==> config.mk <==
export PLATFORM = sky130hd
export DESIGN_NAME = ssao_mul
export DESIGN_NICKNAME = d
export VERILOG_FILES = /design/src/ssao_pkg.sv /design/src/ssao_mul.sv
export SDC_FILE = /design/constraint.sdc
export NUM_CORES = 2
export LEC_CHECK = 0
export BUFFER_PORTS_ARGS = -buffer_cell sky130_fd_sc_hd__buf_2
export CORE_MARGIN = 4
export CORE_UTILIZATION = 70
export CTS_CLUSTER_SIZE = 25
export DETAILED_ROUTE_END_ITERATION = 12
export PLACE_DENSITY = 0.88
export SLEW_MARGIN = 40
export SYNTH_ARGS = -nofsm -noshare
export SYNTH_HDL_FRONTEND = slang
export SYNTH_SLANG_ARGS = --single-unit
==> constraint.sdc <==
create_clock -name clk -period 24.6 [get_ports clk]
set_input_delay 4.92 -clock clk [delete_from_list [all_inputs] [get_ports clk]]
set_output_delay 4.92 -clock clk [all_outputs]
set_load 0.01 [all_outputs]
==> src/ssao_pkg.sv <==
`default_nettype none
// ----------------------------------------------------------------------------
// ssao_pkg: shared types and constants of the speed and angle observer
// Operand and product types of the shared multiplier, the sequencer states and
// step codes, register indexes, fixed-point constants and saturation helpers.
// ----------------------------------------------------------------------------
package ssao_pkg;

    localparam int MW     = 33;   // multiplier operand width, signed
    localparam int PW     = 66;   // multiplier product width, signed
    localparam int DIV_W  = 41;   // magnitude of the speed numerator
    localparam int FLUX_W = 24;

    localparam int SIN_C1      = 51472;
    localparam int SIN_C2      = 21024;
    localparam int SIN_C3      = 2320;
    localparam int INV_TWO_PI  = 170891319;
    localparam int FILT_K      = 4294967;
    localparam int SPEED_LIMIT = 128000;
    localparam int G_MAX       = 268435456;

    typedef logic signed [MW-1:0] mop_t;
    typedef logic signed [PW-1:0] prod_t;

    typedef enum logic [2:0] {
        REG_RES    = 3'd0,
        REG_IND    = 3'd1,
        REG_FLUX   = 3'd2,
        REG_GAIN   = 3'd3,
        REG_LAMBDA = 3'd4,
        REG_INJ    = 3'd5,
        REG_TS     = 3'd6
    } reg_idx_t;

    typedef enum logic [1:0] {
        ST_IDLE,
        ST_CALC,
        ST_EMIT
    } state_t;

    // Each step issues one product and stores the product of the step before.
    typedef enum logic [5:0] {
        S_SQ_S, S_SQ_C, S_IN_S, S_IN_C, S_PO_S, S_PO_C, S_SN, S_CS,
        S_WL, S_RD, S_RQ, S_WHQ, S_WLQ, S_WHD, S_WLD, S_EDL,
        S_AWL, S_REF, S_GTS, S_FLT, S_PVD0, S_PVD1, S_PVQ0, S_PVQ1,
        S_PID0, S_PID1, S_PIQ0, S_PIQ1, S_PIQ2, S_UPD, S_SPD, S_TRN,
        S_P48, S_TH, S_TL, S_ANG
    } step_t;

    typedef struct packed {
        logic  in_ready;
        logic  go;
        logic  emit;
        step_t step;
    } ctrl_t;

    // Folds a 16-bit turn fraction onto the quarter wave, result in Q14.
    function automatic logic signed [15:0] fold(input logic [15:0] u);
        logic signed [16:0] s;
        s = $signed({u[15], u});
        if (s > 17'sd16384)
            s = 17'sd32768 - s;
        else if (s < -17'sd16384)
            s = -17'sd32768 - s;
        return s[15:0];
    endfunction

    function automatic logic signed [15:0] sat16(input prod_t v);
        if (v > prod_t'(32767))
            return 16'sh7FFF;
        else if (v < -prod_t'(32768))
            return 16'sh8000;
        else
            return v[15:0];
    endfunction

    function automatic logic signed [31:0] sat32(input prod_t v);
        if (v > prod_t'(32'sh7FFFFFFF))
            return 32'sh7FFFFFFF;
        else if (v < -prod_t'(33'sh080000000))
            return 32'sh80000000;
        else
            return v[31:0];
    endfunction

endpackage
`default_nettype wire

==> src/ssao_mul.sv <==
`default_nettype none
// ----------------------------------------------------------------------------
// ssao_mul: shared signed multiplier
// One signed 33 by 33 product per cycle, registered at the output.
// ----------------------------------------------------------------------------
module ssao_mul
    import ssao_pkg::*;
(
    input  logic  clk,
    input  mop_t  a,
    input  mop_t  b,
    output prod_t p
);

    prod_t p_reg;

    always_ff @(posedge clk)
    begin
        p_reg <= a * b;
    end

    assign p = p_reg;

endmodule
`default_nettype wire

==> results.json <==
{
  "status": "complete, no violations",
  "cts_hold_buf": 0,
  "synth-simple-area-share_pct": 15.8,
  "syn_area_um2": 40700,
  "syn_nets": 5767,
  "synth.avg_cell_area_um2": 9.39,
  "vias": 29800,
  "die_h_um": 249,
  "drt-wirelength-per-cell_um": 21.4,
  "max_stage_delay_ns": 0.92,
  "cts_root_buf": "clkbuf_16",
  "cap_viol_max_count": 0,
  "hp-class": "in2reg",
  "critical_path_required_ns": 24.92,
  "core_area_um2": 57700,
  "path_common_cell": "fa_1",
  "cp.arrival_ns": 13.21,
  "synth_mux_area_share_pct": 0,
  "drt_pre_antenna_iters": 6,
  "ys_seq_elements": 66,
  "drv_slew": 0,
  "relSlewSlack_pct": 39.6,
  "fp.dieW_um": 249,
  "synth_top_family_by_area": "adder cells",
  "fp-row-count": 88,
  "drc_errors": 0,
  "yosysSeqAreaShare_pct": 3.24,
  "grt_pass1_wl_mm": 177,
  "cts_repair_resize_count": 0,
  "cts_setup_buffers": 0,
  "drt-initial-drc-count": 2528,
  "fill_cells": 3906,
  "cp-start-kind": "input pin",
  "synth_fa_ha_area_share_pct": 62.9,
  "worstSetupPathType": "in2reg",
  "grt-ovfl-total": 0,
  "cts_tree": "done",
  "io_pins": 133,
  "synth_xor_area_share_pct": 1.46,
  "synth_flop_cell": "dfxtp_1",
  "tns_ns": 0,
  "htreeDepth": 3,
  "viasPerCell": 5.91,
  "tightest_slew_ns": 0.905,
  "synth-async-reset-ratio_pct": 0,
  "synth-compound-area-share_pct": 4.07,
  "finalHoldViolCount": 0,
  "place_congestion": 0.994,
  "largest_reg_flops": 66,
  "synth_edf_count": 0,
  "cp-endpoint": "p[62]",
  "ant_nets": 0,
  "drt-total-wl_mm": 108,
  "die_area_um2": 62100,
  "nets": 5704,
  "final.min_clock_period_ns": 12.90,
  "path_max_fanout": 33,
  "io_buffers": 132,
  "regArea_um2": 1320,
  "clkSlewWorstSetupHoldPaths_ns": 0.06,
  "slowest_stage": "fa_1",
  "crit_path_end_kind": "flop",
  "cts_sinks": 66,
  "timing.hold.ws_ns": 5.16,
  "first_global_vias": 33700,
  "multiInputGateArea_um2": 34300,
  "dpl.hpwl_mm": 88.2,
  "grt_start_max_net_pins": 34,
  "antenna_found_initial": 4,
  "fmax_mhz": 77.5,
  "layout-drive-gt1-share_pct": 4.65,
  "setup_viol": 0,
  "synth_cells": 4338,
  "fin_crit_sh_pct": 52.4,
  "numCtsBuffers": 9,
  "netlist-cell-type-count": 80,
  "synthToLayoutAreaGrowth_pct": 2.98,
  "rsz0062_at_grt": "false",
  "yosys_warnings": 0,
  "crit_start": "a[32]",
  "grtUsageTotal_pct": 36.5,
  "initial_core_util_pct": 70.6,
  "cp_cell_sequence": "buf_2, nand2_1, inv_1, fa_1, fa_1, fa_1, inv_1, fa_1, fa_1, fa_1, fa_1, fa_1, inv_1, ha_1, and4_1, nand3_1, nand2b_1, a2111oi_4, a211oi_4, a21o_2, a21o_1, a211oi_2",
  "clockBufferDepth": 2
}
-- layout make-up --
type,instances,share of cell area (%)
multi-input combinational,2920,81.8
inverter,1131,10.1
sequential,66,3.15
tap,765,2.28
timing repair buffer,147,1.84
clock buffer,12,0.635
clock inverter,2,0.143
antenna,2,0.0119
-- cells in the final DEF (no fill, tap or decap), types with 12 or more instances in the layout --
master	n
a21o_1	36
a21oi_1	57
and2_1	562
buf_2	132
buf_4	15
dfxtp_1	66
fa_1	1144
ha_1	217
inv_1	1131
nand2_1	551
nand2b_1	12
nand3_1	25
nor2_1	68
o21ai_0	25
xnor2_1	43
xor2_1	25
-- metrics by stage --
stage	utilization [%]	setup WS, ns	cells	area [um2]
after CTS	72.7	11.72	5043	41900
after global routing	72.7	11.34	5045	41900
after floorplan	-	12.44	4338	40700
after global placement	72.1	11.30	5029	41600
after detailed placement	72.1	11.30	5029	41600
final	72.7	11.70	5045	41900
-- synthesized netlist by cell type (all sizes together) (9+ instances only) --
library cell  count  area, um2
xnor2            43        377
a211oi           11        110
nand3            26        135
nand2           551       2070
xor2             25        219
o21bai           11       82.6
fa             1145      22900
inv            1131       4250
nand4            12       81.3
o21ai            33        173
ha              217       2720
a21o             38        288
nand2b           12       75.1
clkbuf          208        781
dfxtp            66       1320
buf              13       70.1
and2            563       3520
a21oi            61        328
nor2             68        255
a31oi             9       62.6
-- cells by family (layout without fill, tap and decap cells) --
kind of cell	Yosys count	after routing
xor+xnor	68	68
buf+inv	1352	1292
other cells	0	2
fa+ha+maj	1362	1362
simple gates	1271	1271
compound gates	219	219
flops	66	66
-- worst max-delay path: cells and delay by family --
kind / cells / cell delay, ns
and+or+nand+nor: 4 / 1.14
buffers and inverters: 4 / 1.05
adders and majority gates: 9 / 5.00
AOI/OAI and AO/OA: 5 / 1.05
-- how the worst min path moves through the flow --
stage | slack [ns] | cells past startpoint | startpoint | to
3_3_place_gp | 5.32 | 1 | p[30] | p[30]
3_5_place_dp | 5.32 | 1 | p[30] | p[30]
2_1_floorplan | 5.05 | 1 | a[0] | p[0]
5_1_grt | 5.17 | 2 | b[0] | p[0]
6_report | 5.16 | 2 | b[0] | p[0]
4_1_cts | 5.14 | 2 | b[0] | p[0]
-- metal layers --
metal | part of all wire (%) | GRT usage (%) | vias up
met5 | 0.010 | 0 | -
met4 | 8.1 | 23.7 | 2
met3 | 9.6 | 7.62 | 550
met2 | 49 | 59.6 | 1874
met1 | 33 | 44.7 | 15200
li1 | - | - | 12200
Power is not shown: default switching activity piles up to over one toggle a cycle in this logic, so the estimate is an artifact.
