$ cat src/ssao_pkg.sv
`default_nettype none
// ----------------------------------------------------------------------------
// ssao_pkg: shared types and constants of the speed and angle observer
// Operand and product types of the shared multiplier, the sequencer states and
// step codes, register indexes, fixed-point constants and saturation helpers.
// ----------------------------------------------------------------------------
package ssao_pkg;

    localparam int MW     = 33;   // multiplier operand width, signed
    localparam int PW     = 66;   // multiplier product width, signed
    localparam int DIV_W  = 41;   // magnitude of the speed numerator
    localparam int FLUX_W = 24;

    localparam int SIN_C1      = 51472;
    localparam int SIN_C2      = 21024;
    localparam int SIN_C3      = 2320;
    localparam int INV_TWO_PI  = 170891319;
    localparam int FILT_K      = 4294967;
    localparam int SPEED_LIMIT = 128000;
    localparam int G_MAX       = 268435456;

    typedef logic signed [MW-1:0] mop_t;
    typedef logic signed [PW-1:0] prod_t;

    typedef enum logic [2:0] {
        REG_RES    = 3'd0,
        REG_IND    = 3'd1,
        REG_FLUX   = 3'd2,
        REG_GAIN   = 3'd3,
        REG_LAMBDA = 3'd4,
        REG_INJ    = 3'd5,
        REG_TS     = 3'd6
    } reg_idx_t;

    typedef enum logic [1:0] {
        ST_IDLE,
        ST_CALC,
        ST_EMIT
    } state_t;

    // Each step issues one product and stores the product of the step before.
    typedef enum logic [5:0] {
        S_SQ_S, S_SQ_C, S_IN_S, S_IN_C, S_PO_S, S_PO_C, S_SN, S_CS,
        S_WL, S_RD, S_RQ, S_WHQ, S_WLQ, S_WHD, S_WLD, S_EDL,
        S_AWL, S_REF, S_GTS, S_FLT, S_PVD0, S_PVD1, S_PVQ0, S_PVQ1,
        S_PID0, S_PID1, S_PIQ0, S_PIQ1, S_PIQ2, S_UPD, S_SPD, S_TRN,
        S_P48, S_TH, S_TL, S_ANG
    } step_t;

    typedef struct packed {
        logic  in_ready;
        logic  go;
        logic  emit;
        step_t step;
    } ctrl_t;

    // Folds a 16-bit turn fraction onto the quarter wave, result in Q14.
    function automatic logic signed [15:0] fold(input logic [15:0] u);
        logic signed [16:0] s;
        s = $signed({u[15], u});
        if (s > 17'sd16384)
            s = 17'sd32768 - s;
        else if (s < -17'sd16384)
            s = -17'sd32768 - s;
        return s[15:0];
    endfunction

    function automatic logic signed [15:0] sat16(input prod_t v);
        if (v > prod_t'(32767))
            return 16'sh7FFF;
        else if (v < -prod_t'(32768))
            return 16'sh8000;
        else
            return v[15:0];
    endfunction

    function automatic logic signed [31:0] sat32(input prod_t v);
        if (v > prod_t'(32'sh7FFFFFFF))
            return 32'sh7FFFFFFF;
        else if (v < -prod_t'(33'sh080000000))
            return 32'sh80000000;
        else
            return v[31:0];
    endfunction

endpackage
`default_nettype wire

$ cat src/ssao_div.sv
`default_nettype none
// ----------------------------------------------------------------------------
// ssao_div: serial unsigned divider
// Restoring division, one quotient bit per cycle, for the flux division.
// ----------------------------------------------------------------------------
module ssao_div
    import ssao_pkg::*;
(
    input  logic              clk,
    input  logic              rst_n,
    input  logic              start,
    input  logic [DIV_W-1:0]  dividend,
    input  logic [FLUX_W-1:0] divisor,
    output logic              busy,
    output logic [DIV_W-1:0]  quotient
);

    localparam int CW = $clog2(DIV_W);

    logic              busy_reg;
    logic [CW-1:0]     cnt_reg;
    logic [FLUX_W-1:0] rem_reg;
    logic [FLUX_W-1:0] dsr_reg;
    logic [DIV_W-1:0]  quo_reg;
    logic [FLUX_W:0]   shifted;
    logic [FLUX_W+1:0] trial;

    assign shifted = {rem_reg, quo_reg[DIV_W-1]};
    assign trial   = {1'b0, shifted} - {2'b00, dsr_reg};

    always_ff @(posedge clk or negedge rst_n)
    begin
        if (!rst_n)
        begin
            busy_reg <= 1'b0;
            cnt_reg  <= '0;
        end
        else if (start)
        begin
            busy_reg <= 1'b1;
            cnt_reg  <= CW'(DIV_W - 1);
        end
        else if (busy_reg)
        begin
            if (cnt_reg == '0)
                busy_reg <= 1'b0;
            else
                cnt_reg <= cnt_reg - 1'b1;
        end
    end

    always_ff @(posedge clk)
    begin
        if (start)
        begin
            quo_reg <= dividend;
            rem_reg <= '0;
            dsr_reg <= divisor;
        end
        else if (busy_reg)
        begin
            if (!trial[FLUX_W+1])
            begin
                rem_reg <= trial[FLUX_W-1:0];
                quo_reg <= {quo_reg[DIV_W-2:0], 1'b1};
            end
            else
            begin
                rem_reg <= shifted[FLUX_W-1:0];
                quo_reg <= {quo_reg[DIV_W-2:0], 1'b0};
            end
        end
    end

    assign busy     = busy_reg;
    assign quotient = quo_reg;

endmodule
`default_nettype wire

$ cat config.mk
export PLATFORM = sky130hd
export DESIGN_NAME = ssao_div
export DESIGN_NICKNAME = d
export VERILOG_FILES = /design/src/ssao_pkg.sv /design/src/ssao_div.sv
export SDC_FILE = /design/constraint.sdc
export NUM_CORES = 1
export LEC_CHECK = 0
export BUFFER_PORTS_ARGS = -buffer_cell sky130_fd_sc_hd__clkbuf_2
export CORE_MARGIN = 2
export CORE_UTILIZATION = 35
export CTS_CLUSTER_SIZE = 12
export DETAILED_ROUTE_END_ITERATION = 8
export PLACE_DENSITY = 0.57
export RECOVER_POWER = 50
export SYNTH_ARGS = -nofsm -noshare
export SYNTH_HDL_FRONTEND = slang
export SYNTH_SLANG_ARGS = --single-unit
$ cat constraint.sdc
create_clock -name clk -period 4.4 [get_ports clk]
set_input_delay 0.22 -clock clk [delete_from_list [all_inputs] [get_ports clk]]
set_output_delay 0.22 -clock clk [all_outputs]
set_load 0.01 [all_outputs]
==> results.md <==
- Count of H-tree levels built during CTS: 3
- Sort of element at the start of the critical path: flip-flop
- Final critical path time including I/O delays and setup: 2.80 ns
- VDD IR max: 0.255 mV
- Count of inserted antenna diode cells: 0
- Post-synthesis share of cell area spent on xor and xnor gates: 3.83%
- Max reg flops: 41
- Hold WC Path Type: in2reg
- TritonCTS sink count: 96
- Maximum cell stage delay along the critical path: 0.42 ns
- Dominant combinational cell family by area after synthesis: compound AO/OA/AOI/OAI gates
- Fraction of layout cells with a size suffix above 1: 24.0%
- Required time of the critical path: 4.66 ns
- Final setup violating endpoints: 0
- Clock-pin slew of the registers on the worst-case setup and hold paths: 0.07 ns
- Area overhead of the layout relative to synthesis: 18.4%
- Overall via count from detail_route: 3,783
- Worst Tran Pin Value: 0.985 ns
- Maximum number of pins on one net before global-route repair: 80
- Top-level I/O count: 110
- Leak: 2.57 nW
- Quantity of gates resized following cts: 0
- Wirelength per Cell: 14.5 µm
- Detailed Routing Iterations Pass 1: 4
- Full die area: 16,000 µm²
- Distinct cell type count after synthesis: 61
- Ratio of routed vias to standard cells: 4.99
- Vias in the first global route: 3,906
- Nets: 664
- Number of cells on the worst hold path: 1
- Worst relative slew slack: 34.4%
- Slack of the critical path: 1.60 ns
- Number of flip-flops and latches in the synthesized netlist: 96
- Net Count, Synth: 560
- Power density relative to cell area: 540 nW/µm²
- Ordered list of cells on the worst path: inv_1 -> ha_1 -> nor2b_1 -> o2111ai_1 -> and4b_4 -> nor3_4 -> o311ai_4 -> nand2_1 -> buf_4 -> mux2i_1 -> a211oi_1
- Number of antenna violations at the first check in global routing: 0
- Type of destination of the critical path: flip-flop
- Commonest register cell after synthesis: sky130_fd_sc_hd__edfxtp_1
- Standard cell area after detailed placement: 5970 µm²
- Number of CTS-inserted buffers: 9
- Pre-CTS worst setup slack: 1.59 ns
- Number of maximum-capacitance violations: 0
- Met3 track demand over resource in global routing: 4.09%
- Global-route track usage on met1: 18.1%
- GRT Total Usage: 14.2%
- Post-synthesis share of cell area spent on and, or, nand and nor gates: 11.0%
- Hpwl dp: 7980 µm
- Met2 layer usage reported by global route: 22.8%
- Number of buffers inserted by port buffering: 109
- Clk Latency, worst-skew pair: 0.36 ns
- Fraction of the cycle the final worst path needs: 63.6%
- Clock tree from TritonCTS: yes
- Timing-limited maximum frequency: 358 MHz
- Final core area utilization: 42.7%
- Synthesized-area fraction occupied by ao, oa, aoi and oai cells: 13.6%
- Clock buffer depth: 2
- Number of enable flip-flop cells after synthesis: 65
- Async S/R FF share, synth: 7.29%
- Worst R2R Start: dsr_reg[1]
- Antenna Violating Nets Remaining: 0
- Cell Area, Synth: 5260 µm²
- Hold Startpoint: divisor[3]
- Cell at the root of the clock tree: sky130_fd_sc_hd__clkbuf_16
- R2R Setup Slk: 1.60 ns
- Number of pins exceeding their max-slew limit in the final report: 0
- Die Y-Extent: 127 µm
- Post-synthesis adder-cell area fraction: 6.57%
- Row Count: 44
- Total power draw: 0.00336 W
- Remaining global-route overflow: 0
- Register area share after synthesis: 49.6%
- Total wire length after detailed routing: 11,000 µm
- DRC violation count after routing: 0
- Placer Congestion: 0.877
- Worst min-delay path endpoint: dsr_reg[3]
- Proportion of synthesized area in mux cells: 11.3%
- Sum Neg Setup Slack: 0 ns
- Status: finished clean
- Cell at the slowest stage of the critical path: sky130_fd_sc_hd__edfxtp_1
- Depth of the worst register-to-register path: 11
- Width of the chip: 127 µm
- Post-Layout Inst Area: 6230 µm²
- Kind of critical path: reg2reg
- Capture point of the worst reg-to-reg path: rem_reg[20]
- Yosys warnings: 0
- Violation count after the first detailed-routing iteration: 174
- Effective utilization at floorplan: 36.0%
- Crit Path Max Fanout: 14
- Unrepaired setup endpoints after global routing: false
- Final number of hold-violating endpoints: 0
- Highest-utilization routing layer at the global route stage: met2
- Wire length of the first global-routing pass: 18,500 µm
- Instance count of the mapped netlist: 465
- Crit path DAT: 3.05 ns
- Post-Syn Area per Cell: 11.3 µm²
- Worst Clk Skew: 0.0118 ns
- Core region area: 14,600 µm²
==> worst max path at each step <==
stage / startpoint / to / cells past startpoint
final: dsr_reg[1] / rem_reg[20] / 11
after global routing: dsr_reg[1] / rem_reg[20] / 11
after CTS: dsr_reg[1] / rem_reg[8] / 11
after detailed placement: dsr_reg[1] / rem_reg[10] / 11
after global placement: dsr_reg[1] / rem_reg[20] / 11
after floorplan: quotient[40] / rem_reg[22] / 11
==> layer usage <==
layer  up-vias  routed length [µm]  part of all wire [%]
met5         -                   0                     0
met3        19                 486                   4.4
li1       1914                   -                     -
met1      1781                5160                    47
met2        69                5110                    46
met4         0                 233                   2.1
==> timing repair <==
| item | in CTS | in global routing |
|---|---|---|
| setup endpoints to repair | 0 | 0 |
| hold buffers | 1 | 0 |
| setup buffers | 0 | 0 |
| hold endpoints to repair | 7 | 0 |
==> cell type report <==
class,instances,area [µm²]
clock buffers,10,229
clock inverters,6,73.8
fillers,1416,8360
inverters,34,128
multi-input cells,315,2430
flip-flops and latches,96,2610
well taps,184,230
repair buffers,113,528
==> cells in the mapped netlist (all sizes together) (10+ instances only) <==
cell,n,area [µm²]
a21oi,23,119
inv,34,128
mux2i,13,130
a211oi,15,113
xnor2,13,114
dfxtp,24,480
o21ai,13,65.1
edfxtp,65,1950
xor2,10,87.6
ha,26,325
mux2,41,462
clkbuf,14,52.6
nand2,20,75.1
nor2,41,154
==> kinds of logic (layout without fill, tap and decap cells) <==
logic type	after synthesis	in the layout
AO/OA/AOI/OAI	98	98
XOR/XNOR	23	23
adder cells (fa/ha/maj)	27	27
buffers and inverters	54	163
flip-flops	96	96
multiplexers	54	54
AND/OR/NAND/NOR	113	113
==> per-stage QoR <==
stage               std cells  hold slack [ns]
finish                    758           0.0368
floorplan                 465          -0.0756
CTS                       758           0.0245
detailed placement        741           0.0682
global route              758           0.0206
global placement          741           0.0637
==> critical path: cells and delay by family, from the launching register on <==
family	cells	cell delay, ns
adders and majority gates	1	0.22
and+or+nand+nor	4	0.78
buffers and inverters	2	0.39
AOI/OAI and AO/OA	3	0.75
muxes	1	0.14
DFF	1	0.42
==> report_power, final <==
group          switching (W)  internal [W]  total, W
sequential          0.000113       0.00115   0.00126
combinational       0.000718      0.000575   0.00129
clock               0.000359      0.000450  0.000809
==> cells in the final DEF, fill, tap and decap left out, drive strengths merged, types with 4 or more instances in the layout <==
cell / count
dfxtp: 24
a311oi: 5
edfxtp: 65
nand3: 8
clkbuf: 118
buf: 4
o21a: 4
xnor2: 13
nor3: 7
or2: 4
nand2: 20
and2: 5
a31oi: 6
a21o: 7
mux2: 41
inv: 38
nor2b: 4
mux2i: 13
a21oi: 23
ha: 26
xor2: 10
o21ai: 13
nor3b: 4
a211oi: 15
nand2b: 6
dfrtp: 7
nor2: 41
(Power assumes the default switching activity.)
