File: config.mk
export PLATFORM = sky130hd
export DESIGN_NAME = ssao_ctrl
export DESIGN_NICKNAME = d
export VERILOG_FILES = /design/src/ssao_pkg.sv /design/src/ssao_ctrl.sv
export SDC_FILE = /design/constraint.sdc
export NUM_CORES = 1
export LEC_CHECK = 0
export BUFFER_PORTS_ARGS = -buffer_cell sky130_fd_sc_hd__buf_2
export CAP_MARGIN = 10
export CELL_PAD_IN_SITES_DETAIL_PLACEMENT = 1
export CELL_PAD_IN_SITES_GLOBAL_PLACEMENT = 2
export CORE_ASPECT_RATIO = 1.25
export CORE_MARGIN = 5
export CORE_UTILIZATION = 28
export DETAILED_ROUTE_END_ITERATION = 8
export PLACE_DENSITY_LB_ADDON = 0.1
export REMOVE_ABC_BUFFERS = 1
export SYNTH_ARGS = -nofsm -noshare
export SYNTH_HDL_FRONTEND = slang
export SYNTH_SLANG_ARGS = --single-unit
File: constraint.sdc
create_clock -name clk -period 2.2 [get_ports clk]
set_input_delay 0.33 -clock clk [delete_from_list [all_inputs] [get_ports clk]]
set_output_delay 0.33 -clock clk [all_outputs]
set_load 0.01 [all_outputs]
File: src/ssao_pkg.sv
`default_nettype none
// ----------------------------------------------------------------------------
// ssao_pkg: shared types and constants of the speed and angle observer
// Operand and product types of the shared multiplier, the sequencer states and
// step codes, register indexes, fixed-point constants and saturation helpers.
// ----------------------------------------------------------------------------
package ssao_pkg;

    localparam int MW     = 33;   // multiplier operand width, signed
    localparam int PW     = 66;   // multiplier product width, signed
    localparam int DIV_W  = 41;   // magnitude of the speed numerator
    localparam int FLUX_W = 24;

    localparam int SIN_C1      = 51472;
    localparam int SIN_C2      = 21024;
    localparam int SIN_C3      = 2320;
    localparam int INV_TWO_PI  = 170891319;
    localparam int FILT_K      = 4294967;
    localparam int SPEED_LIMIT = 128000;
    localparam int G_MAX       = 268435456;

    typedef logic signed [MW-1:0] mop_t;
    typedef logic signed [PW-1:0] prod_t;

    typedef enum logic [2:0] {
        REG_RES    = 3'd0,
        REG_IND    = 3'd1,
        REG_FLUX   = 3'd2,
        REG_GAIN   = 3'd3,
        REG_LAMBDA = 3'd4,
        REG_INJ    = 3'd5,
        REG_TS     = 3'd6
    } reg_idx_t;

    typedef enum logic [1:0] {
        ST_IDLE,
        ST_CALC,
        ST_EMIT
    } state_t;

    // Each step issues one product and stores the product of the step before.
    typedef enum logic [5:0] {
        S_SQ_S, S_SQ_C, S_IN_S, S_IN_C, S_PO_S, S_PO_C, S_SN, S_CS,
        S_WL, S_RD, S_RQ, S_WHQ, S_WLQ, S_WHD, S_WLD, S_EDL,
        S_AWL, S_REF, S_GTS, S_FLT, S_PVD0, S_PVD1, S_PVQ0, S_PVQ1,
        S_PID0, S_PID1, S_PIQ0, S_PIQ1, S_PIQ2, S_UPD, S_SPD, S_TRN,
        S_P48, S_TH, S_TL, S_ANG
    } step_t;

    typedef struct packed {
        logic  in_ready;
        logic  go;
        logic  emit;
        step_t step;
    } ctrl_t;

    // Folds a 16-bit turn fraction onto the quarter wave, result in Q14.
    function automatic logic signed [15:0] fold(input logic [15:0] u);
        logic signed [16:0] s;
        s = $signed({u[15], u});
        if (s > 17'sd16384)
            s = 17'sd32768 - s;
        else if (s < -17'sd16384)
            s = -17'sd32768 - s;
        return s[15:0];
    endfunction

    function automatic logic signed [15:0] sat16(input prod_t v);
        if (v > prod_t'(32767))
            return 16'sh7FFF;
        else if (v < -prod_t'(32768))
            return 16'sh8000;
        else
            return v[15:0];
    endfunction

    function automatic logic signed [31:0] sat32(input prod_t v);
        if (v > prod_t'(32'sh7FFFFFFF))
            return 32'sh7FFFFFFF;
        else if (v < -prod_t'(33'sh080000000))
            return 32'sh80000000;
        else
            return v[31:0];
    endfunction

endpackage
`default_nettype wire

File: src/ssao_ctrl.sv
`default_nettype none
// ----------------------------------------------------------------------------
// ssao_ctrl: observer sequencer
// Walks the step program once per item, waits for the divider before the
// speed update, and holds the result until the output register is free.
// ----------------------------------------------------------------------------
module ssao_ctrl
    import ssao_pkg::*;
(
    input  logic  clk,
    input  logic  rst_n,
    input  logic  in_valid,
    input  logic  div_busy,
    input  logic  out_hold,
    output ctrl_t ctrl
);

    state_t state_reg, state_next;
    step_t  step_reg, step_next;
    logic   div_wait;

    assign div_wait = (step_reg == S_UPD) && div_busy;

    always_ff @(posedge clk or negedge rst_n)
    begin
        if (!rst_n)
        begin
            state_reg <= ST_IDLE;
            step_reg  <= S_SQ_S;
        end
        else
        begin
            state_reg <= state_next;
            step_reg  <= step_next;
        end
    end

    always_comb
    begin
        state_next = state_reg;
        step_next  = step_reg;
        unique case (state_reg)
            ST_IDLE:
            begin
                if (in_valid)
                begin
                    state_next = ST_CALC;
                    step_next  = S_SQ_S;
                end
            end
            ST_CALC:
            begin
                if (!div_wait)
                begin
                    if (step_reg == S_ANG)
                        state_next = ST_EMIT;
                    else
                        step_next = step_t'(step_reg + 6'd1);
                end
            end
            ST_EMIT:
            begin
                if (!out_hold)
                    state_next = ST_IDLE;
            end
            default:
            begin
                state_next = ST_IDLE;
            end
        endcase
    end

    always_comb
    begin
        ctrl.in_ready = (state_reg == ST_IDLE);
        ctrl.go       = (state_reg == ST_CALC) && !div_wait;
        ctrl.emit     = (state_reg == ST_EMIT) && !out_hold;
        ctrl.step     = step_reg;
    end

endmodule
`default_nettype wire

==> impl_metrics.env, run 1 <==
export IMPL_start_util_pct=28.8
export IMPL_drt_total_wl_um=1340
export IMPL_ys_flop_type="dfrtp_1"
export IMPL_synth_seq_cells=8
export IMPL_ant_nets=0
export IMPL_final_max_slew_viol_count=0
export IMPL_muxShareOfSynthArea_pct=0
export IMPL_fmax_mhz=510
export IMPL_largest_reg_flops=6
export IMPL_avgSynthCellArea_um2=9.12
export IMPL_cp_end_kind="output port"
export IMPL_path_cells="inv_1 -> ha_1 -> and4b_1 -> nor2_1 -> buf_2"
export IMPL_setup_tns_ns=0
export IMPL_power_internal_mw=0.444
export IMPL_place_ws_ns=0.513
export IMPL_drc_errors=0
export IMPL_drt_vias_per_instance=5.44
export IMPL_port_buffers=13
export IMPL_synthAdderAreaFrac_pct=4.99
export IMPL_core_mm2=0.00174
export IMPL_htree_levels=1
export IMPL_syn_inst=55
export IMPL_clkPwrFrac_pct=14.2
export IMPL_clk_latency_ns=0.25
export IMPL_fillers=226
export IMPL_crit_buf_inv=2
export IMPL_nets=78
export IMPL_synth_top_family_by_area="simple AND/OR/NAND/NOR gates"
export IMPL_synthArstFlopShare_pct=100
export IMPL_dieArea_mm2=0.00274
export IMPL_cts_buffers=3
export IMPL_setup_viol=0
export IMPL_rows=17
export IMPL_path_class="flip-flop to output port"
export IMPL_synthDistinctLibCells=28
export IMPL_hold_path_class="primary input to flip-flop"
export IMPL_synth_xor_area_share_pct=0
export IMPL_syn_area_um2=502
export IMPL_ioPinCount=14
export IMPL_yosys_warnings=0
export IMPL_drive_gt1_share_pct=26.1
export IMPL_syn2layout_area_growth_pct=19.7
export IMPL_finalHoldViolCount=0
export IMPL_via_count=479
export IMPL_diodes=0
export IMPL_outcome="complete, no violations"
export IMPL_wl_per_cell_um=15.3
export IMPL_max_stage_delay_ns=0.45
export IMPL_critical_path_cell_count=5
export IMPL_fin_crit_sh_pct=89.1
export IMPL_grt_pass1_vias=467
export IMPL_final_util_pct=34.4
export IMPL_cpMaxStageDelayCell="dfrtp_1"
export IMPL_rsz0062_at_grt="false"
export IMPL_comb_power_share_pct=45.3
export IMPL_seqPwrFrac_pct=40.6
export IMPL_synth_simple_area_share_pct=29.2
export IMPL_power_switching_mw=0.341
export IMPL_hpwl_um=1030
export IMPL_worstPathArrival_ns=1.63
export IMPL_die_h_um=57.3
export IMPL_power_leakage_nw=0.293
export IMPL_pwr_density_cell_mw_per_mm2=1310
export IMPL_p_sw_share_pct=43.4
export IMPL_grt_ovfl_total=0
export IMPL_relSlewSlack_pct=49.4
export IMPL_firstDrtPassIters=3
export IMPL_synth_compound_gate_area_share_pct=20.0
export IMPL_finClkSkew_ns=0.00432
export IMPL_drt_iter0_drc=3
export IMPL_ys_seq_area_share_pct=39.9
export IMPL_crit_fanout=7
export IMPL_antenna_found_initial=0
export IMPL_synth_edf_count=0
export IMPL_rr_worst_depth=5
export IMPL_cts_sinks=8
export IMPL_worst_pin_slew_ns=0.751
export IMPL_cts_root_buf="clkbuf_4"
export IMPL_track_usage_pct=11.3
export IMPL_path_delay_family="simple AND/OR/NAND/NOR gates"
export IMPL_cts_tree="yes"
export IMPL_crit_required_ns=1.87
export IMPL_cp_start_kind="flip-flop"
export IMPL_place_gp_congestion=0.784
export IMPL_grt_max_degree=13
export IMPL_path_clk_slew_ns=0.06
export IMPL_grt_pass1_wl_um=2200
export IMPL_min_delay_path_depth=3
export IMPL_post_route_min_period_ns=1.96
export IMPL_die_x_um=47.9
export IMPL_drv_cap=0
export IMPL_ir_drop_v=0.000538
export IMPL_cts_max_path_buffers=2
export IMPL_postLayoutSetupSlackWorst_ns=0.241
==> kinds of logic after synthesis <==
family / Yosys count
adder cells (fa/ha/maj): 2
buffers and inverters: 5
AND/OR/NAND/NOR: 27
AO/OA/AOI/OAI: 13
flip-flops: 8
==> power groups by stage <==
stage	clock network (mW)	registers, mW	logic (mW)
detailed placement	0	0.321	0.359
floorplan	0	0.316	0.218
CTS	0.117	0.318	0.363
global placement	0	0.319	0.368
global route	0.122	0.332	0.400
finish	0.111	0.318	0.355
==> through the flow <==
| step | total power, mW | area (um^2) | std cells | hold slack (ns) |
|---|---|---|---|---|
| 5_1_grt | 0.854 | 601 | 88 | 0.379 |
| 4_1_cts | 0.797 | 601 | 88 | 0.346 |
| 3_5_place_dp | 0.680 | 568 | 84 | 0.190 |
| 2_1_floorplan | 0.534 | 479 | 52 | 0.0344 |
| 6_report | 0.784 | 601 | 88 | 0.353 |
| 3_3_place_gp | 0.687 | 568 | 84 | 0.192 |
==> cells in the final DEF (no fill, tap or decap) <==
master	synthesis	routed
and4b_1	1	1
nor2_1	3	3
nor3_1	1	1
or4_1	1	1
a211o_2	1	1
nand4b_1	1	1
and3_4	1	1
o22ai_1	1	1
and3_1	1	1
nand2_1	8	8
inv_1	2	2
a21oi_1	3	3
dlygate4sd3_1	0	1
a311o_1	2	2
and2_1	2	2
dfrtp_1	8	8
ha_1	2	2
a41oi_1	1	1
o21ai_0	1	1
clkbuf_4	0	3
nand3_1	5	5
buf_2	0	13
nor4_1	2	2
a311oi_1	1	1
o211ai_1	1	1
o311ai_0	1	1
nor2b_1	1	1
o211a_1	1	1
==> Yosys cell counts (2+ instances only) <==
master,instances,area (um^2)
a311o_1,2,20.0
and2_1,2,12.5
inv_1,2,7.51
nor4_1,2,12.5
a21oi_1,3,15.0
nand3_1,5,25.0
nand2_1,8,30.0
dfrtp_1,8,200
nor2_1,3,11.3
ha_1,2,25.0
==> routing by layer <==
metal  GRT usage, %  part of all wire, %  vias up
met3           1.89                  6.2        2
met1           17.5                   49      228
met4           6.92                  1.2        0
li1               -                    -      238
met2           13.8                   43       11
met5              0                    0        -
==> cell type report <==
class	instances	area [um^2]	area share, %
Sequential cell	8	200	33.3
Tap cell	19	23.8	3.96
Clock buffer	3	22.5	3.75
Timing Repair Buffer	14	75.1	12.5
Multi-Input combinational cell	42	272	45.2
Inverter	2	7.51	1.25
==> timing repair <==
| action | CTS | global route |
|---|---|---|
| endpoints found under the setup margin | 0 | 0 |
| endpoints found under the hold margin | 8 | 0 |
| resized for setup | 0 | 0 |
| setup buffers | 0 | 0 |
| hold buffers | 1 | 0 |
==> worst register-to-register path, cell delays in order, from the launching register on <==
cell and delay [ns]:
dfrtp_1 0.47, ha_1 0.26, nor2b_1 0.22, and3_1 0.24
nor4_1 0.06, a311o_1 0.31
==> worst paths after layout <==
path,from,end,slack (ns)
worst max-delay path,step_reg[1]$_DFFE_PN0P_,ctrl[7],0.24
worst min-delay path,out_hold,state_reg[1]$_DFFE_PN0P_,0.35
worst max register to register,step_reg[0]$_DFFE_PN0P_,step_reg[1]$_DFFE_PN0P_,0.52
worst min register to register,state_reg[1]$_DFFE_PN0P_,state_reg[1]$_DFFE_PN0P_,0.56
max in group asynchronous,rst_n,step_reg[5]$_DFFE_PN0P_,1.57
min in group asynchronous,rst_n,step_reg[3]$_DFFE_PN0P_,0.45
Note: power is estimated with default switching activity, not from simulation.
==> inputs of run 2 (changes only) <==
==> constraint.sdc (replaced) <==
create_clock -name clk -period 2.2 [get_ports clk]
set_input_delay 0.33 -clock clk [delete_from_list [all_inputs] [get_ports clk]]
set_output_delay 0.33 -clock clk [all_outputs]
set_load 0.1 [all_outputs]
==> impl_metrics.env, run 2 (synthesis gave the netlist of run 1 again) <==
export IMPL_rsz0062_at_grt="false"
export IMPL_die_x_um=47.9
export IMPL_worstPathArrival_ns=1.68
export IMPL_max_stage_delay_ns=0.45
export IMPL_drv_cap=0
export IMPL_htree_levels=1
export IMPL_crit_required_ns=1.87
export IMPL_outcome="complete, no violations"
export IMPL_place_area_um2=583
export IMPL_setup_viol=0
export IMPL_wl_per_cell_um=16.4
export IMPL_core_mm2=0.00174
export IMPL_firstDrtPassIters=4
export IMPL_post_route_min_period_ns=2.01
export IMPL_final_max_slew_viol_count=0
export IMPL_largest_reg_flops=6
export IMPL_path_class="flip-flop to output port"
export IMPL_track_usage_pct=12.7
export IMPL_grt_pass1_wl_um=2430
export IMPL_via_count=484
export IMPL_ant_nets=0
export IMPL_drt_total_wl_um=1450
export IMPL_rr_worst_depth=5
export IMPL_cp_start_kind="flip-flop"
export IMPL_dieArea_mm2=0.00274
export IMPL_drc_errors=0
export IMPL_grt_max_degree=13
export IMPL_final_cells=88
export IMPL_holdWs_ns=0.349
export IMPL_reg2reg_setup_slack_ns=0.51
export IMPL_place_gp_congestion=0.862
export IMPL_diodes=0
export IMPL_dp_cells=84
export IMPL_setup_tns_ns=0
export IMPL_cts_tree="yes"
export IMPL_fin_crit_sh_pct=91.4
export IMPL_path_cells="inv_1 -> ha_1 -> and4b_1 -> nor2_2 -> buf_12"
export IMPL_hold_path_class="primary input to flip-flop"
export IMPL_finClkSkew_ns=0.00128
export IMPL_relSlewSlack_pct=48.5
export IMPL_antenna_found_initial=0
export IMPL_cp_end_kind="output port"
export IMPL_rows=17
export IMPL_start_util_pct=28.8
export IMPL_grt_pass1_vias=500
export IMPL_drt_vias_per_instance=5.50
export IMPL_ioPinCount=14
export IMPL_finalHoldViolCount=0
export IMPL_drive_gt1_share_pct=27.5
export IMPL_syn2layout_area_growth_pct=23.2
export IMPL_final_cell_mix="buf_2 (12), nand2_1 (8), dfrtp_1 (8)"
export IMPL_r2r_start="step_reg[0]$_DFFE_PN0P_"
export IMPL_grt_ovfl_total=0
export IMPL_crit_fanout=7
export IMPL_fmax_mhz=497
export IMPL_startpoint="step_reg[1]$_DFFE_PN0P_"
export IMPL_cts_sinks=8
export IMPL_rr_endpoint="step_reg[1]$_DFFE_PN0P_"
export IMPL_cts_buffers=3
export IMPL_cts_root_buf="clkbuf_4"
export IMPL_hpwl_um=1110
export IMPL_cpMaxStageDelayCell="dfrtp_1"
export IMPL_worst_pin_slew_ns=0.764
export IMPL_final_cell_area_um2=618
export IMPL_die_h_um=57.3
export IMPL_nets=78
export IMPL_cts_max_path_buffers=2
export IMPL_path_clk_slew_ns=0.06
export IMPL_drt_iter0_drc=2
export IMPL_endpoint="ctrl[7]"
export IMPL_clk_latency_ns=0.25
export IMPL_layout_commonest_cell="buf_2"
export IMPL_port_buffers=13
export IMPL_cts_setup_buffers=0
## run 2: how the worst min path moves through the flow
stage | end | cells past startpoint | start | slack [ns]
2_1_floorplan | state_reg[0]$_DFFE_PN0P_ | 0 | rst_n | 0.03
3_3_place_gp | step_reg[4]$_DFFE_PN0P_ | 1 | rst_n | 0.19
3_5_place_dp | step_reg[4]$_DFFE_PN0P_ | 1 | rst_n | 0.19
4_1_cts | state_reg[1]$_DFFE_PN0P_ | 3 | out_hold | 0.34
5_1_grt | state_reg[1]$_DFFE_PN0P_ | 3 | out_hold | 0.34
6_report | state_reg[1]$_DFFE_PN0P_ | 3 | out_hold | 0.35
## run 2: metal layers
metal | share of wire [%] | global-route usage, %
met3 | 5.1 | 3.79
met2 | 48 | 18.5
met5 | 0 | 0
met4 | 0.69 | 4.62
met1 | 46 | 17.3
## run 2: cell type report
type | count | area [um^2]
inverters | 2 | 7.51
repair buffers | 14 | 90.1
well taps | 19 | 23.8
multi-input cells | 42 | 274
flip-flops and latches | 8 | 200
clock buffers | 3 | 22.5
fillers | 228 | 1130
## run 2: critical path: cells and delay by family, from the launching register on
family	cells	cell delay, ns
buffers and inverters	2	0.27
adders and majority gates	1	0.19
DFF	1	0.45
and+or+nand+nor	2	0.50
## run 2: what timing repair did
| action | in CTS | in global routing |
|---|---|---|
| hold endpoints to repair | 8 | 0 |
| setup endpoints to repair | 0 | 1 |
| resized for setup | 0 | 1 |
| hold buffers | 1 | 0 |
## run 2: stage by stage
| stage | util [%] | worst slack, ns |
|---|---|---|
| floorplan | - | -1.10 |
| detailed placement | 33.4 | 0.393 |
| global route | 35.4 | 0.0724 |
| finish | 35.4 | 0.188 |
| global placement | 33.4 | 0.440 |
| CTS | 35.3 | 0.114 |
Power of run 2 is left out: the tool's default activity adds up to more than one toggle a clock period on the data nets, which glitch-free logic cannot reach.
==> inputs of run 3 (changes only) <==
--- a/config.mk
+++ b/config.mk
@@ -11,7 +11,7 @@
 export CELL_PAD_IN_SITES_GLOBAL_PLACEMENT = 2
 export CORE_ASPECT_RATIO = 1.25
 export CORE_MARGIN = 5
-export CORE_UTILIZATION = 28
+export CORE_UTILIZATION = 25
 export DETAILED_ROUTE_END_ITERATION = 8
 export PLACE_DENSITY_LB_ADDON = 0.1
 export REMOVE_ABC_BUFFERS = 1
==> constraint.sdc (replaced) <==
create_clock -name clk -period 1.8 [get_ports clk]
set_input_delay 0 -clock clk [delete_from_list [all_inputs] [get_ports clk]]
set_output_delay 0 -clock clk [all_outputs]
set_load 0.1 [all_outputs]
==> impl_metrics.env, run 3 (synthesis gave the netlist of run 1 again) <==
export IMPL_cts_setup_buffers=0
export IMPL_port_buffers=13
export IMPL_post_route_min_period_ns=1.70
export IMPL_htree_levels=1
export IMPL_final_max_slew_viol_count=0
export IMPL_drc_errors=0
export IMPL_syn2layout_area_growth_pct=32.7
export IMPL_rr_worst_depth=5
export IMPL_reg2reg_setup_slack_ns=0.11
export IMPL_hold_path_class="primary input to flip-flop"
export IMPL_clk_latency_ns=0.26
export IMPL_die_h_um=60.1
export IMPL_rows=18
export IMPL_crit_fanout=8
export IMPL_diodes=0
export IMPL_drt_iter0_drc=14
export IMPL_hpwl_um=1200
export IMPL_crit_required_ns=1.80
export IMPL_finalHoldViolCount=0
export IMPL_postLayoutSetupSlackWorst_ns=0.0973
export IMPL_cts_root_buf="clkbuf_4"
export IMPL_place_gp_congestion=0.725
export IMPL_drt_total_wl_um=1550
export IMPL_cp_start_kind="flip-flop"
export IMPL_setup_tns_ns=0
export IMPL_antenna_found_initial=0
export IMPL_worst_pin_slew_ns=0.489
export IMPL_dieArea_mm2=0.00301
export IMPL_r2r_start="step_reg[1]$_DFFE_PN0P_"
export IMPL_path_clk_slew_ns=0.06
export IMPL_cts_sinks=8
export IMPL_via_count=521
export IMPL_min_to="state_reg[1]$_DFFE_PN0P_"
export IMPL_cts_tree="yes"
export IMPL_core_mm2=0.00194
export IMPL_startpoint="step_reg[0]$_DFFE_PN0P_"
export IMPL_grt_ovfl_total=0
export IMPL_final_cell_mix="buf_2 (12), nand2_1 (8), dfrtp_1 (7)"
export IMPL_finClkSkew_ns=0.00417
export IMPL_final_util_pct=34.4
export IMPL_fmax_mhz=587
export IMPL_drt_vias_per_instance=5.48
export IMPL_min_delay_path_depth=3
export IMPL_wl_per_cell_um=16.3
export IMPL_layout_commonest_cell="buf_2"
export IMPL_worstPathArrival_ns=1.70
export IMPL_setup_viol=0
export IMPL_path_class="flip-flop to output port"
export IMPL_grt_pass1_wl_um=2690
export IMPL_place_area_um2=629
export IMPL_ioPinCount=14
export IMPL_cts_buffers=3
export IMPL_track_usage_pct=12.0
export IMPL_final_cell_area_um2=666
export IMPL_rr_endpoint="step_reg[1]$_DFFE_PN0P_"
export IMPL_nets=84
export IMPL_fin_crit_sh_pct=94.6
export IMPL_outcome="complete, no violations"
export IMPL_place_ws_ns=0.106
export IMPL_grt_pass1_vias=557
export IMPL_fillers=240
export IMPL_rsz0062_at_grt="false"
export IMPL_grt_max_degree=10
export IMPL_cts_max_path_buffers=2
export IMPL_drive_gt1_share_pct=34.7
export IMPL_ant_nets=0
export IMPL_relSlewSlack_pct=67.6
export IMPL_hold_start="out_hold"
export IMPL_drv_cap=0
export IMPL_die_x_um=50.1
export IMPL_cp_end_kind="output port"
export IMPL_largest_reg_flops=6
export IMPL_start_util_pct=25.9
export IMPL_firstDrtPassIters=4
run 3: changes by cell type in the layout (fill, tap and decap cells not counted):
cell and change:
dfrtp_2 +1, dfrtp_1 -1, buf_4 +6
run 3: area by class of cell:
type | count | area, um^2 | area share (%)
clock buffers | 3 | 22.5 | 3.38
inverters | 2 | 7.51 | 1.13
multi-input cells | 42 | 274 | 41.2
flip-flops and latches | 8 | 201 | 30.3
well taps | 20 | 25.0 | 3.76
repair buffers | 20 | 135 | 20.3
run 3: worst max-delay path, stage by stage, from the launching register on:
cell	delay, ns
dfrtp_2	0.45
ha_1	0.22
and4b_1	0.28
nor2_2	0.19
buf_4	0.14
buf_12	0.16
run 3: metal layers:
layer	global-route usage (%)	vias to the layer above	wire length [um]
li1	-	253	-
met2	18.0	15	732
met1	15.5	253	707
met5	0	-	0
met4	5.62	0	0
met3	3.99	0	107
run 3: repair_timing:
item | CTS | global route
hold buffers | 1 | 0
gates resized for setup | 0 | 2
endpoints found under the hold margin | 8 | 0
endpoints found under the setup margin | 0 | 2
run 3: how the worst max path moves through the flow:
| stage | endpoint | slack, ns |
|---|---|---|
| global placement | step_reg[1]$_DFFE_PN0P_ | 0.09 |
| detailed placement | step_reg[1]$_DFFE_PN0P_ | 0.11 |
| floorplan | step_reg[4]$_DFFE_PN0P_ | -1.50 |
| CTS | ctrl[7] | 0.01 |
| global route | ctrl[7] | 0.01 |
| finish | ctrl[7] | 0.1 |
run 3: metrics by stage:
stage,std cells,hold WS [ns]
3_3_place_gp,91,-0.136
5_1_grt,95,0.0357
4_1_cts,95,0.0168
6_report,95,0.0163
3_5_place_dp,91,-0.137
2_1_floorplan,52,-0.296
Power of run 3 is left out for the same reason.
